<file path="src/hdl/dmsc_pkg.sv">
package dmsc_pkg;

    // migration state codes
    localparam logic [2:0] ST_ERROR        = 3'd0;
    localparam logic [2:0] ST_STOP         = 3'd1;
    localparam logic [2:0] ST_RUNNING      = 3'd2;
    localparam logic [2:0] ST_STOP_COPY    = 3'd3;
    localparam logic [2:0] ST_RESUMING     = 3'd4;
    localparam logic [2:0] ST_RUNNING_P2P  = 3'd5;
    localparam logic [2:0] ST_PRE_COPY     = 3'd6;
    localparam logic [2:0] ST_PRE_COPY_P2P = 3'd7;

    // request types
    localparam logic [1:0] REQ_GET   = 2'd0;
    localparam logic [1:0] REQ_SET   = 2'd1;
    localparam logic [1:0] REQ_READ  = 2'd2;
    localparam logic [1:0] REQ_WRITE = 2'd3;

    // result status codes
    localparam logic [2:0] STS_OK          = 3'd0;
    localparam logic [2:0] STS_BAD_TARGET  = 3'd1;
    localparam logic [2:0] STS_WRONG_STATE = 3'd2;
    localparam logic [2:0] STS_TOO_LARGE   = 3'd3;
    localparam logic [2:0] STS_ARGSZ_SMALL = 3'd4;
    localparam logic [2:0] STS_SHORT_MSG   = 3'd5;

    localparam logic [31:0] MAX_XFER_RESET = 32'd1048576;
    localparam int unsigned MAX_STEPS      = 3;
    localparam int unsigned CMP_W          = 33;

    // allowed direct steps: bit t of entry f means f -> t
    localparam logic [7:0] ALLOWED_STEP [0:7] = '{
        8'b00000000, 8'b00011100, 8'b01000010, 8'b00000010,
        8'b00000010, 8'b00000000, 8'b00001100, 8'b00000000
    };

    // first hop on the shortest path [present][target], error means none
    localparam logic [2:0] PATH_NEXT [0:7][0:7] = '{
        '{3'd0, 3'd0, 3'd0, 3'd0, 3'd0, 3'd0, 3'd0, 3'd0},
        '{3'd0, 3'd1, 3'd2, 3'd3, 3'd4, 3'd0, 3'd2, 3'd0},
        '{3'd0, 3'd1, 3'd2, 3'd1, 3'd1, 3'd0, 3'd6, 3'd0},
        '{3'd0, 3'd1, 3'd1, 3'd3, 3'd1, 3'd0, 3'd0, 3'd0},
        '{3'd0, 3'd1, 3'd1, 3'd1, 3'd4, 3'd0, 3'd1, 3'd0},
        '{3'd0, 3'd0, 3'd0, 3'd0, 3'd0, 3'd0, 3'd0, 3'd0},
        '{3'd0, 3'd2, 3'd2, 3'd3, 3'd2, 3'd0, 3'd6, 3'd0},
        '{3'd0, 3'd0, 3'd0, 3'd0, 3'd0, 3'd0, 3'd0, 3'd0}
    };

    // compare operand selection for the shared compare unit
    typedef enum logic [1:0] {
        CMP_LEN,
        CMP_SIZE,
        CMP_ARG
    } cmp_sel_t;

    typedef struct packed {
        logic [1:0]  req_type;
        logic [3:0]  target_state;
        logic [31:0] xfer_size;
        logic [31:0] arg_size;
        logic [31:0] msg_len;
    } req_t;

    typedef struct packed {
        logic [2:0] cur_state;
        logic [2:0] status;
        logic       step_notify;
        logic       last;
    } rsp_t;

endpackage

</file>
<file path="src/hdl/device_migration_state_controller_top.sv">
// channel  | ports                       | direction | payload
// request  | s_valid, s_ready, s_data    | in        | dmsc_pkg::req_t
// result   | m_valid, m_ready, m_data    | out       | dmsc_pkg::rsp_t
// config   | cfg_valid, cfg_ready, cfg_wdata | in    | max_xfer_size, 32 bits
//
// one request at a time; s_ready is high only while idle
// get: straight to the result; data request: length, size and argsz checks
// on the shared compare unit, then the result; set: a hop-by-hop path
// walk, then a load and a present per step beat, up to 3 beats
// aresetn is synchronous, active low; state resets to running, limit to 1 MiB
// a stalled result beat holds until m_ready; cfg_ready is always high
module device_migration_state_controller_top #(
    parameter int unsigned HEADER_BYTES = 8
) (
    input  logic            aclk,
    input  logic            aresetn,
    input  logic            s_valid,
    output logic            s_ready,
    input  dmsc_pkg::req_t  s_data,
    output logic            m_valid,
    input  logic            m_ready,
    output dmsc_pkg::rsp_t  m_data,
    input  logic            cfg_valid,
    output logic            cfg_ready,
    input  logic [31:0]     cfg_wdata
);

    typedef enum logic [2:0] {
        S_IDLE,
        S_LEN,
        S_SIZE,
        S_ARG,
        S_WALK,
        S_EMIT,
        S_OUT
    } fsm_t;

    fsm_t               state_reg;
    dmsc_pkg::req_t     req_reg;
    dmsc_pkg::rsp_t     rsp_reg;
    logic [2:0]         mig_state_reg;
    logic [31:0]        max_xfer_reg;
    logic [2:0]         walk_cur_reg;
    logic [1:0]         nsteps_reg;
    logic [1:0]         idx_reg;
    logic [2:0]         path_reg [0:dmsc_pkg::MAX_STEPS-1];

    dmsc_pkg::cmp_sel_t cmp_sel;
    logic               cmp_lt;
    logic               state_ok;
    logic               bad_target;
    logic [2:0]         hop;
    logic               hop_ok;

    // shared compare unit
    dmsc_cmp #(
        .HEADER_BYTES (HEADER_BYTES)
    ) u_cmp (
        .sel           (cmp_sel),
        .req           (req_reg),
        .max_xfer_size (max_xfer_reg),
        .lt            (cmp_lt)
    );

    always_comb begin
        case (state_reg)
            S_SIZE:  cmp_sel = dmsc_pkg::CMP_SIZE;
            S_ARG:   cmp_sel = dmsc_pkg::CMP_ARG;
            default: cmp_sel = dmsc_pkg::CMP_LEN;
        endcase
    end

    // data direction must match the migration phase
    assign state_ok = (req_reg.req_type == dmsc_pkg::REQ_READ) ?
                      (mig_state_reg == dmsc_pkg::ST_PRE_COPY ||
                       mig_state_reg == dmsc_pkg::ST_STOP_COPY) :
                      (mig_state_reg == dmsc_pkg::ST_RESUMING);

    // path walk lookups
    assign bad_target = req_reg.target_state[3] ||
                        (req_reg.target_state[2:0] == dmsc_pkg::ST_ERROR);
    assign hop        = dmsc_pkg::PATH_NEXT[walk_cur_reg][req_reg.target_state[2:0]];
    assign hop_ok     = (hop != dmsc_pkg::ST_ERROR) &&
                        dmsc_pkg::ALLOWED_STEP[walk_cur_reg][hop];

    assign s_ready   = (state_reg == S_IDLE);
    assign m_valid   = (state_reg == S_OUT);
    assign m_data    = rsp_reg;
    assign cfg_ready = 1'b1;

    // sequencer
    always_ff @(posedge aclk) begin
        if (!aresetn) begin
            state_reg     <= S_IDLE;
            mig_state_reg <= dmsc_pkg::ST_RUNNING;
            max_xfer_reg  <= dmsc_pkg::MAX_XFER_RESET;
        end else begin
            if (cfg_valid && cfg_ready) begin
                max_xfer_reg <= cfg_wdata;
            end
            case (state_reg)
                S_IDLE: begin
                    if (s_valid) begin
                        req_reg             <= s_data;
                        walk_cur_reg        <= mig_state_reg;
                        nsteps_reg          <= '0;
                        idx_reg             <= '0;
                        rsp_reg.cur_state   <= mig_state_reg;
                        rsp_reg.status      <= dmsc_pkg::STS_OK;
                        rsp_reg.step_notify <= 1'b0;
                        rsp_reg.last        <= 1'b1;
                        case (s_data.req_type)
                            dmsc_pkg::REQ_GET: state_reg <= S_OUT;
                            dmsc_pkg::REQ_SET: state_reg <= S_WALK;
                            default:           state_reg <= S_LEN;
                        endcase
                    end
                end
                // message length, then phase
                S_LEN: begin
                    if (cmp_lt) begin
                        rsp_reg.status <= dmsc_pkg::STS_SHORT_MSG;
                        state_reg      <= S_OUT;
                    end else if (!state_ok) begin
                        rsp_reg.status <= dmsc_pkg::STS_WRONG_STATE;
                        state_reg      <= S_OUT;
                    end else begin
                        state_reg <= S_SIZE;
                    end
                end
                // transfer size against the limit
                S_SIZE: begin
                    if (cmp_lt) begin
                        rsp_reg.status <= dmsc_pkg::STS_TOO_LARGE;
                        state_reg      <= S_OUT;
                    end else begin
                        state_reg <= S_ARG;
                    end
                end
                // argsz must cover header and payload
                S_ARG: begin
                    if (cmp_lt) begin
                        rsp_reg.status <= dmsc_pkg::STS_ARGSZ_SMALL;
                    end
                    state_reg <= S_OUT;
                end
                // one hop of the shortest path per cycle
                S_WALK: begin
                    if (bad_target) begin
                        rsp_reg.status <= dmsc_pkg::STS_BAD_TARGET;
                        state_reg      <= S_OUT;
                    end else if (walk_cur_reg == req_reg.target_state[2:0]) begin
                        if (nsteps_reg == '0) begin
                            state_reg <= S_OUT;
                        end else begin
                            state_reg <= S_EMIT;
                        end
                    end else if (nsteps_reg == 2'(dmsc_pkg::MAX_STEPS) || !hop_ok) begin
                        rsp_reg.status <= dmsc_pkg::STS_BAD_TARGET;
                        state_reg      <= S_OUT;
                    end else begin
                        path_reg[nsteps_reg] <= hop;
                        nsteps_reg           <= nsteps_reg + 2'd1;
                        walk_cur_reg         <= hop;
                    end
                end
                // load the next step beat
                S_EMIT: begin
                    rsp_reg.cur_state   <= path_reg[idx_reg];
                    rsp_reg.status      <= dmsc_pkg::STS_OK;
                    rsp_reg.step_notify <= 1'b1;
                    rsp_reg.last        <= (idx_reg == nsteps_reg - 2'd1);
                    state_reg           <= S_OUT;
                end
                // present the beat; the last one commits the state
                S_OUT: begin
                    if (m_ready) begin
                        if (rsp_reg.last) begin
                            mig_state_reg <= rsp_reg.cur_state;
                            state_reg     <= S_IDLE;
                        end else begin
                            idx_reg   <= idx_reg + 2'd1;
                            state_reg <= S_EMIT;
                        end
                    end
                end
                default: state_reg <= S_IDLE;
            endcase
        end
    end

    // step beats always carry ok status
    a_step_ok: assert property (@(posedge aclk) disable iff (!aresetn)
        m_valid && m_data.step_notify |-> m_data.status == dmsc_pkg::STS_OK)
        else $error("step beat with error status");

    // a step never lands in error
    a_step_not_error: assert property (@(posedge aclk) disable iff (!aresetn)
        m_valid && m_data.step_notify |-> m_data.cur_state != dmsc_pkg::ST_ERROR)
        else $error("step into error state");

    // request side closed while a result is out
    a_one_item: assert property (@(posedge aclk) disable iff (!aresetn)
        !(s_ready && m_valid))
        else $error("request accepted while result pending");

    // final beat commits the reported state
    a_commit: assert property (@(posedge aclk) disable iff (!aresetn)
        m_valid && m_ready && m_data.last |=> mig_state_reg == $past(m_data.cur_state))
        else $error("state not committed from final beat");

    // rejected or data beats leave the state alone
    a_no_change: assert property (@(posedge aclk) disable iff (!aresetn)
        m_valid && !m_data.step_notify |-> m_data.cur_state == mig_state_reg)
        else $error("non-step beat reports a different state");

endmodule

</file>
<file path="src/hdl/dmsc_cmp.sv">
module dmsc_cmp #(
    parameter int unsigned HEADER_BYTES = 8
) (
    input  dmsc_pkg::cmp_sel_t sel,
    input  dmsc_pkg::req_t     req,
    input  logic [31:0]        max_xfer_size,
    output logic               lt
);

    logic [dmsc_pkg::CMP_W-1:0] op_a;
    logic [dmsc_pkg::CMP_W-1:0] op_b;
    logic [dmsc_pkg::CMP_W-1:0] hdr;

    assign hdr = dmsc_pkg::CMP_W'(HEADER_BYTES);

    // operand mux: length vs header, limit vs size, argsz vs header plus size
    always_comb begin
        case (sel)
            dmsc_pkg::CMP_LEN: begin
                op_a = {1'b0, req.msg_len};
                op_b = hdr;
            end
            dmsc_pkg::CMP_SIZE: begin
                op_a = {1'b0, max_xfer_size};
                op_b = {1'b0, req.xfer_size};
            end
            dmsc_pkg::CMP_ARG: begin
                op_a = {1'b0, req.arg_size};
                op_b = hdr + {1'b0, req.xfer_size};
            end
            default: begin
                op_a = '0;
                op_b = '0;
            end
        endcase
    end

    assign lt = (op_a < op_b);

endmodule
</file>
<file path="config.mk">
export PLATFORM = sky130hd
export DESIGN_NAME = device_migration_state_controller_top
export DESIGN_NICKNAME = d
export VERILOG_FILES = /design/src/hdl/dmsc_pkg.sv /design/src/hdl/device_migration_state_controller_top.sv /design/src/hdl/dmsc_cmp.sv
export SDC_FILE = /design/constraint.sdc
export NUM_CORES = 1
export LEC_CHECK = 0
export BUFFER_PORTS_ARGS = -buffer_cell sky130_fd_sc_hd__buf_2
export CORE_ASPECT_RATIO = 0.5
export CORE_MARGIN = 5
export CORE_UTILIZATION = 40
export CTS_CLUSTER_DIAMETER = 200
export CTS_CLUSTER_SIZE = 30
export DETAILED_ROUTE_END_ITERATION = 10
export GPL_ROUTABILITY_DRIVEN = 0
export HOLD_SLACK_MARGIN = 0.02
export PLACE_DENSITY_LB_ADDON = 0.2
export RECOVER_POWER = 25
export SLEW_MARGIN = 10
export SYNTH_ARGS = -nofsm -noshare
export SYNTH_HDL_FRONTEND = slang
export SYNTH_HIERARCHICAL = 1
export SYNTH_SLANG_ARGS = --single-unit
export TNS_END_PERCENT = 20
</file>
<file path="constraint.sdc">
create_clock -name aclk -period 14.11 [get_ports aclk]
set_input_delay 0 -clock aclk [delete_from_list [all_inputs] [get_ports aclk]]
set_output_delay 0 -clock aclk [all_outputs]
set_load 0.005 [all_outputs]
</file>
---- After elaboration in Yosys (flattened, before gate mapping) ----
Memory sizes are Yosys's and may differ from the RTL's. A register that Yosys moved wholly into a read port is not among the register bits.
Cells that the tools add are included.
cells by class
  add/sub/neg operators ................... 4
  reductions and logical operators ........ 23
  equal/unequal tests ..................... 28
  bitwise logic cells ..................... 2
  muxes and demuxes ....................... 56
  $lt $le $gt $ge ......................... 4
operators with widths
  operator                                                          count
  33-bit one-hot mux with 3 select lines                            1
  32-bit one-hot mux with 3 select lines                            1
  3-bit two-way mux                                                 22
  24-bit two-way mux                                                2
  3-bit one-hot mux with 6 select lines                             2
  4-bit by 32-bit adder with 33-bit output (first input constant)   1
  32-bit by 33-bit < comparator with 1-bit output                   1
  8-bit two-way mux                                                 3
  3-bit one-hot mux with 2 select lines                             3
  2-bit two-way mux                                                 8
  2-bit one-hot mux with 2 select lines                             4
  3-bit == test (second input constant)                             5
  2-bit != test (second input constant)                             7
  3-bit AND reduction                                               4
  3-bit binary-select mux with 3-bit select                         1
  3-bit by 2-bit == test with 1-bit output (second input constant)  3
  3-bit != test (second input constant)                             3
  4-bit >= comparator (second input constant)                       2
  1-bit two-way mux                                                 8
  3-bit NOT with 4-bit output                                       2
  8-bit AND reduction                                               1
  2-bit == test (second input constant)                             3
  2-bit logical NOT                                                 3
  3-bit logical NOT                                                 2
  19 further kinds                                                  25
word-level totals
  ROM bits ................................ 256
  logic and storage cells ................. 135
  memories kept ........................... 3
  register bits after elaboration ......... 155
  output and inout bits ................... 11
  input port bits ......................... 139
  RAM bits ................................ 9
memories
  name              words  bits a word  rd ports  clocked after memory_dff  wr ports  RTL line                                     text
  (name not given)  8      24           1         0                         0         device_migration_state_controller_top.sv:82  assign hop = dmsc_pkg::PATH_NEXT[walk_cur_reg][req_reg.target_state[2:0]];
  (name not given)  8      8            1         0                         0         device_migration_state_controller_top.sv:84  dmsc_pkg::ALLOWED_STEP[walk_cur_reg][hop];
  path_reg          3      3            1         1                         1         device_migration_state_controller_top.sv:46  logic [2:0] path_reg [0:dmsc_pkg::MAX_STEPS-1];

---- Logic depth before layout (Yosys ltp) ----
Gate-level depths: netlist (run 1).
  depth in word-level cells ............... 18
  depth in mapped cells ................... 22
  gate-level depth less buffers ........... 19

---- Modules after synthesis ----
The synthesis (run 1) kept the hierarchy.
modules (own cells, without submodules)
  module                                 seq. area each (um2)  area an instance (um2)  times used  cells an instance
  device_migration_state_controller_top  4584.4                6183.4                  1           405
  dmsc_cmp                               0.0                   2059.5                  1           313

---- Least setup slack after synthesis (run 1) ----
Ideal clock, no wire load.
  kind .................................... reg2reg
  from .................................... reg state_reg[1]
  to ...................................... reg rsp_reg (netlist bit m_data[0]), enable pin
  slack ................................... 8.288 ns
  data arrival time ....................... 5.502 ns
  path buffers ............................ 1
  cell stages (with the launch flop) ...... 6
  required time ........................... 13.790 ns
  setup time .............................. 0.320 ns
  path through ............................ dfxtp_1 > buf_2 > o41ai_1 > or3_1 > nor2_1 > a21o_1
between the ends
  cells in the longest elaborated chain, start to end .. 3
RTL lines
  element                                                               RTL line                                      text
  start: declaration                                                    device_migration_state_controller_top.sv:38   fsm_t state_reg;
  start signal: assignment                                              device_migration_state_controller_top.sv:94   state_reg <= S_IDLE;
  start signal: assignment                                              device_migration_state_controller_top.sv:113  dmsc_pkg::REQ_GET: state_reg <= S_OUT;
  start signal: assignment                                              device_migration_state_controller_top.sv:114  dmsc_pkg::REQ_SET: state_reg <= S_WALK;
  3-bit == test / 3-bit logical NOT (equally long branches)             device_migration_state_controller_top.sv:101  case (state_reg)
  2-bit nonzero test (no line) / 2-bit != test (equally long branches)  -
  3-bit AND reduction (no line) *                                       -
  end: declaration                                                      device_migration_state_controller_top.sv:40   dmsc_pkg::rsp_t rsp_reg;
Every way passes the cells marked *; elsewhere a longest branch is shown, timed or not.
A chain may end at the register's enable or synchronous reset.

---- Worst setup path after layout (run 1) ----
  from .................................... reg state_reg[2]
  to ...................................... reg rsp_reg (netlist bit m_data[2]), enable pin
between the ends
  cells in the longest elaborated chain, start to end .. 7
RTL lines
  element                                                                                                  RTL line                                     text
  3-bit by 2-bit == test with 1-bit output                                                                 device_migration_state_controller_top.sv:66  case (state_reg)
  2-bit one-hot mux with 2 select lines *                                                                  device_migration_state_controller_top.sv:66
  via cmp_sel[1]                                                                                           device_migration_state_controller_top.sv:48  dmsc_pkg::cmp_sel_t cmp_sel;
  2-bit == test, or another cell as far along                                                              dmsc_cmp.sv:18                               case (sel)
  32-bit one-hot mux with 3 select lines / 33-bit one-hot mux with 3 select lines (equally long branches)  dmsc_cmp.sv:18
  32-bit by 33-bit < comparator with 1-bit output *                                                        dmsc_cmp.sv:38                               assign lt = (op_a < op_b);
  via cmp_lt                                                                                               device_migration_state_controller_top.sv:49  logic cmp_lt;
  3-bit != test (no line) / 2-bit != test (equally long branches)                                          -
  8-bit AND reduction (no line) *                                                                          -
The timed path passes the listed nets; every way through them passes the cells marked *.

==> flow_metrics.py, run 1 <==
metrics = {
    "status": {
        "status": "finished, final reports clean",
    },
    "sta": {
        "fmax_mhz": 167,
        "whs_ns": 0.0770,
        "setup_slack_ns": 8.13,
        "finalCriticalPeriod_ns": 5.98,
        "clock_skew_ns": 0.0125,
        "drv_slew": 0,
        "relSlewSlack_pct": 32.5,
        "hold_viol": 0,
        "rsz0062_at_grt": "false",
        "fin_crit_sh_pct": 42.4,
        "setup_viol_count_final": 0,
        "tns_ns": 0,
        "worst_slew_pin_slew_ns": 1.01,
    },
    "clock_tree": {
        "cts.sinks": 165,
        "cts_buffer_depth": 2,
        "clk_pin_slew_ns": 0.06,
        "htreeDepth": 4,
        "cts_setup_buffers": 0,
        "clock_latency_ns": 0.43,
        "root_buffer": "clkbuf_16",
        "cts_made_buffers": 17,
        "cts_tree": "built",
    },
    "worst_setup_path": {
        "start_kind": "flip-flop",
        "cp_max_fo": 38,
        "arrival_ns": 6.10,
        "cp-end-kind": "flip-flop",
        "required_ns": 14.23,
        "crit_type": "flip-flop to flip-flop",
    },
    "floorplanning": {
        "chipHeight_um": 111,
        "io_pins": 150,
        "start_util_pct": 40.3,
        "die_w_um": 213,
        "dieArea_mm2": 0.0237,
        "core_mm2": 0.0204,
        "rows": 37,
    },
    "place": {
        "place_hpwl_um": 14100,
        "post-place-ws_ns": 8.17,
        "io_buffers": 147,
    },
    "grt": {
        "antenna_found_initial": 0,
        "grt_overflow": 0,
        "grt_pass1_vias": 6586,
        "grt_max_degree": 59,
        "grt_pass1_wl_um": 33700,
        "grtUsageTotal_pct": 18.1,
    },
    "synthesis": {
        "syn_area_mm2": 0.00821,
        "synth_fp_nets": 898,
        "syn-instance-count": 717,
        "yosysWarnings": 6,
        "avgSynthCellArea_um2": 11.5,
    },
    "power": {
        "sw_frac_of_total_pct": 35.2,
        "p_leak_nw": 4.31,
        "peakVddDrop_mv": 0.0852,
        "totalPowerFinal_mw": 1.79,
        "p_int_mw": 1.16,
        "p_clk_share_pct": 26.1,
        "p_switching_uw": 630,
        "seq_power_share_pct": 41.2,
        "powerDensity_mw_per_mm2": 161,
        "comb_power_share_pct": 32.8,
    },
    "min_path": {
        "min_path_type": "input port to flip-flop",
    },
    "finish": {
        "area_growth_syn_to_layout_pct": 35.8,
        "fillers": 1767,
        "fin_nets": 1174,
        "drive_gt1_share_pct": 19.4,
        "antennaDiodeCount": 0,
        "largest_reg_flops": 101,
    },
    "routing": {
        "dr.pass1.iters": 5,
        "num_vias": 6283,
        "drc": 0,
        "ant_nets": 0,
        "routed_wl_um": 21000,
        "first_iter_violations": 305,
        "via_per_inst": 4.91,
        "wire_per_inst_um": 16.4,
    },
    "run": {
        "cap_violations": 0,
    },
}
[timing repair]
| item | 4_1_cts | 5_1_grt |
|---|---|---|
| setup endpoints to repair | 0 | 0 |
| endpoints found under the hold margin | 135 | 0 |
| hold buffers | 135 | 0 |
| gates resized for setup | 0 | 0 |
[layout make-up]
cell class	instances	area, um2	area share, %
clock inverters	12	118	1.05
well taps	273	342	3.06
flip-flops and latches	165	4550	40.8
repair buffers	288	2130	19.1
multi-input cells	507	3490	31.3
inverters	14	52.6	0.471
clock buffers	20	468	4.20
[final timing paths]
kind	from	end	slack (ns)	depth (start not counted)
hold reg to reg	max_xfer_reg[20]	max_xfer_reg[20]	0.48	2
setup / recovery	state_reg[2]	m_data[2]	8.13	16
hold / removal	aresetn	mig_state_reg[1]	0.08	2
setup reg to reg	state_reg[2]	m_data[2]	8.13	16
[power groups by stage]
stage	combinational (mW)	clock, mW	sequential (mW)
detailed placement	0.561	0	0.747
floorplan	0.410	0	0.729
CTS	0.594	0.477	0.737
global route	0.671	0.496	0.751
global placement	0.543	0	0.743
finish	0.587	0.467	0.737
[cells in the final DEF (no fill, tap or decap), types with 3 or more instances in the layout]
| cell | instances |
|---|---|
| a21o_1 | 3 |
| a21oi_1 | 24 |
| a221oi_1 | 3 |
| and3_1 | 11 |
| and4_1 | 4 |
| buf_2 | 142 |
| buf_4 | 6 |
| clkbuf_1 | 4 |
| clkbuf_16 | 18 |
| clkinvlp_4 | 4 |
| dfxtp_1 | 40 |
| dlygate4sd3_1 | 135 |
| edfxtp_1 | 125 |
| ha_1 | 42 |
| inv_1 | 14 |
| inv_6 | 3 |
| mux2_2 | 4 |
| mux2i_1 | 73 |
| nand2_1 | 94 |
| nand2b_1 | 11 |
| nand3_1 | 16 |
| nand4_1 | 12 |
| nor2_1 | 34 |
| nor2b_1 | 37 |
| nor3_1 | 8 |
| o21ai_0 | 52 |
| o21ai_1 | 3 |
| xnor2_1 | 19 |
| xor2_1 | 12 |
[metal layers]
metal  GRT usage [%]  vias to the layer above  share of wire [%]
met2            30.8                      130                 48
met4            5.75                        0                2.1
met3            3.62                       36                3.8
li1                -                     3170                  -
met5               0                        -                  0
met1            23.3                     2947                 46
[critical path, stage by stage, from the launching register on]
cell and delay, ns:
dfxtp_1 0.57, nand2b_1 0.37, nor2_4 0.11, buf_4 0.55, nand2b_1 0.27, nand2_1 0.65, nand2_1 0.13, ha_1 0.32
a21oi_1 0.14, o21ai_0 0.10, a2111oi_0 0.67, o41a_1 0.24, o21ai_1 0.08, o21ai_1 0.71, a21oi_1 0.08, a221oi_1 0.34
o311a_1 0.30
[metrics by stage]
stage          cell area, um2  cells  utilization (%)
2_1_floorplan            8210    717                -
3_3_place_gp             9220   1112             45.3
4_1_cts                 11200   1279             54.8
6_report                11200   1279             54.7
3_5_place_dp             9220   1112             45.3
5_1_grt                 11200   1279             54.7
(Power assumes the default switching activity.)
==> run 2, diff against run 1 <==
clock period = 5.86 ns   (was 14.11 ns; I/O delays follow)
==> flow_metrics.py, run 2 (synthesized netlist as in run 1, its figures left out) <==
metrics = {
    "status": {
        "status": "finished, final reports clean",
    },
    "floorplanning": {
        "rows": 37,
        "chipHeight_um": 111,
        "die_w_um": 213,
        "start_util_pct": 40.3,
        "io_pins": 150,
        "dieArea_mm2": 0.0237,
        "core_mm2": 0.0204,
    },
    "clock_tree": {
        "clk_pin_slew_ns": 0.06,
        "post_cts_resize_count": 0,
        "cts_made_buffers": 17,
        "root_buffer": "clkbuf_16",
        "htreeDepth": 4,
        "cts.sinks": 165,
        "cts_buffer_depth": 2,
        "clock_latency_ns": 0.42,
        "cts_tree": "built",
    },
    "place": {
        "io_buffers": 147,
        "place_hpwl_um": 14400,
    },
    "sta": {
        "setup_viol_count_final": 0,
        "relSlewSlack_pct": 33.2,
        "whs_ns": 0.0948,
        "finalCriticalPeriod_ns": 5.05,
        "hold_viol": 0,
        "clock_skew_ns": 0.00832,
        "worst_slew_pin_slew_ns": 1.00,
        "tns_ns": 0,
        "drv_slew": 0,
        "rsz0062_at_grt": "false",
        "fin_crit_sh_pct": 86.2,
        "fmax_mhz": 198,
    },
    "worst_setup_path": {
        "slowest_delay_ns": 0.78,
        "arrival_ns": 5.18,
        "cp-end-kind": "flip-flop",
        "cp_cell_sequence": "nand2b_1 > nor2_2 > nor2b_2 > a21oi_1 > nand2b_1 > o31a_1 > ha_1 > and4_1 > nor4b_1 > a2111oi_0 > o41a_1 > o21ai_1 > o21ai_1 > buf_4 > a21oi_1 > a221oi_1 > o311a_1",
        "crit_slowest_cell": "nor2b_2",
        "critPathTopFamily": "compound AO/OA/AOI/OAI gates",
        "cp_max_fo": 20,
        "crit_type": "flip-flop to flip-flop",
        "crit_buf_inv": 1,
        "start_kind": "flip-flop",
        "required_ns": 5.99,
    },
    "routing": {
        "dr.pass1.iters": 5,
        "first_iter_violations": 461,
        "wire_per_inst_um": 16.4,
        "drc": 0,
        "num_vias": 6328,
        "via_per_inst": 4.93,
        "ant_nets": 0,
        "routed_wl_um": 21000,
    },
    "finish": {
        "final_common_cell": "buf_2",
        "largest_reg_flops": 101,
        "area_growth_syn_to_layout_pct": 36.3,
        "finalCoreUtilization_pct": 54.9,
        "drive_gt1_share_pct": 18.6,
        "layout_common_cells": "buf_2, dlygate4sd3_1, edfxtp_1, nand2_1, mux2i_1",
        "fin_nets": 1177,
        "fillers": 1762,
    },
    "grt": {
        "grtUsageTotal_pct": 18.1,
        "grt_overflow": 0,
        "antenna_found_initial": 1,
        "grt_pass1_wl_um": 33700,
        "grt_max_degree": 58,
        "grt_pass1_vias": 6527,
    },
    "run": {
        "cap_violations": 0,
    },
    "power": {
        "peakVddDrop_mv": 0.229,
        "p_leak_nw": 4.32,
        "powerDensity_mw_per_mm2": 390,
    },
    "min_path": {
        "min_path_type": "input port to flip-flop",
    },
}
[run 2: changes by cell type in the layout (fill, tap and decap cells not counted), sizes merged]
| cell | previous run | this run |
|---|---|---|
| clkbuf | 25 | 33 |
| inv | 19 | 14 |
| bufinv | 1 | 3 |
| clkinv | 2 | 0 |
| diode | 0 | 1 |
[run 2: cell type report]
| type | instances | area, um2 | area share (%) |
|---|---|---|---|
| Sequential cell | 165 | 4550 | 40.7 |
| Multi-Input combinational cell | 507 | 3490 | 31.2 |
| Timing Repair Buffer | 291 | 2140 | 19.2 |
| Clock buffer | 25 | 487 | 4.35 |
| Tap cell | 273 | 342 | 3.05 |
| Clock inverter | 7 | 120 | 1.07 |
| Inverter | 14 | 52.6 | 0.470 |
| Antenna cell | 1 | 2.50 | 0.0224 |
[run 2: metrics by stage]
step           setup WS (ns)  std cells  total power, mW  area, um2
2_1_floorplan         0.0797        717             2.74       8210
3_3_place_gp           0.996       1115             3.12       9240
3_5_place_dp           0.838       1115             3.16       9240
4_1_cts                0.832       1282             4.40      11200
5_1_grt                0.527       1283             4.66      11200
6_report               0.810       1283             4.37      11200
[run 2: what timing repair did]
item,in CTS,in global routing
hold endpoints to repair,135,0
hold buffers,135,0
buffers inserted,0,0
[run 2: report_power, final]
part | switching, mW | internal, mW
logic | 0.864 | 0.586
registers | 0.163 | 1.59
clock network | 0.451 | 0.708
total | 1.48 | 2.89
[run 2: worst paths after layout]
check	to	slack [ns]	cells after the start	startpoint
setup / recovery	m_data[4]	0.81	17	state_reg[1]
hold / removal	mig_state_reg[1]	0.09	2	aresetn
setup reg to reg	m_data[4]	0.81	17	state_reg[1]
hold reg to reg	max_xfer_reg[20]	0.49	2	max_xfer_reg[20]
[run 2: routing by layer]
metal	vias to the layer above	part of all wire [%]	global-route usage, %
met1	2959	46	24.5
met3	42	4.1	3.90
met4	0	2.6	6.43
met2	156	47	29.1
met5	-	0	0
li1	3171	-	-
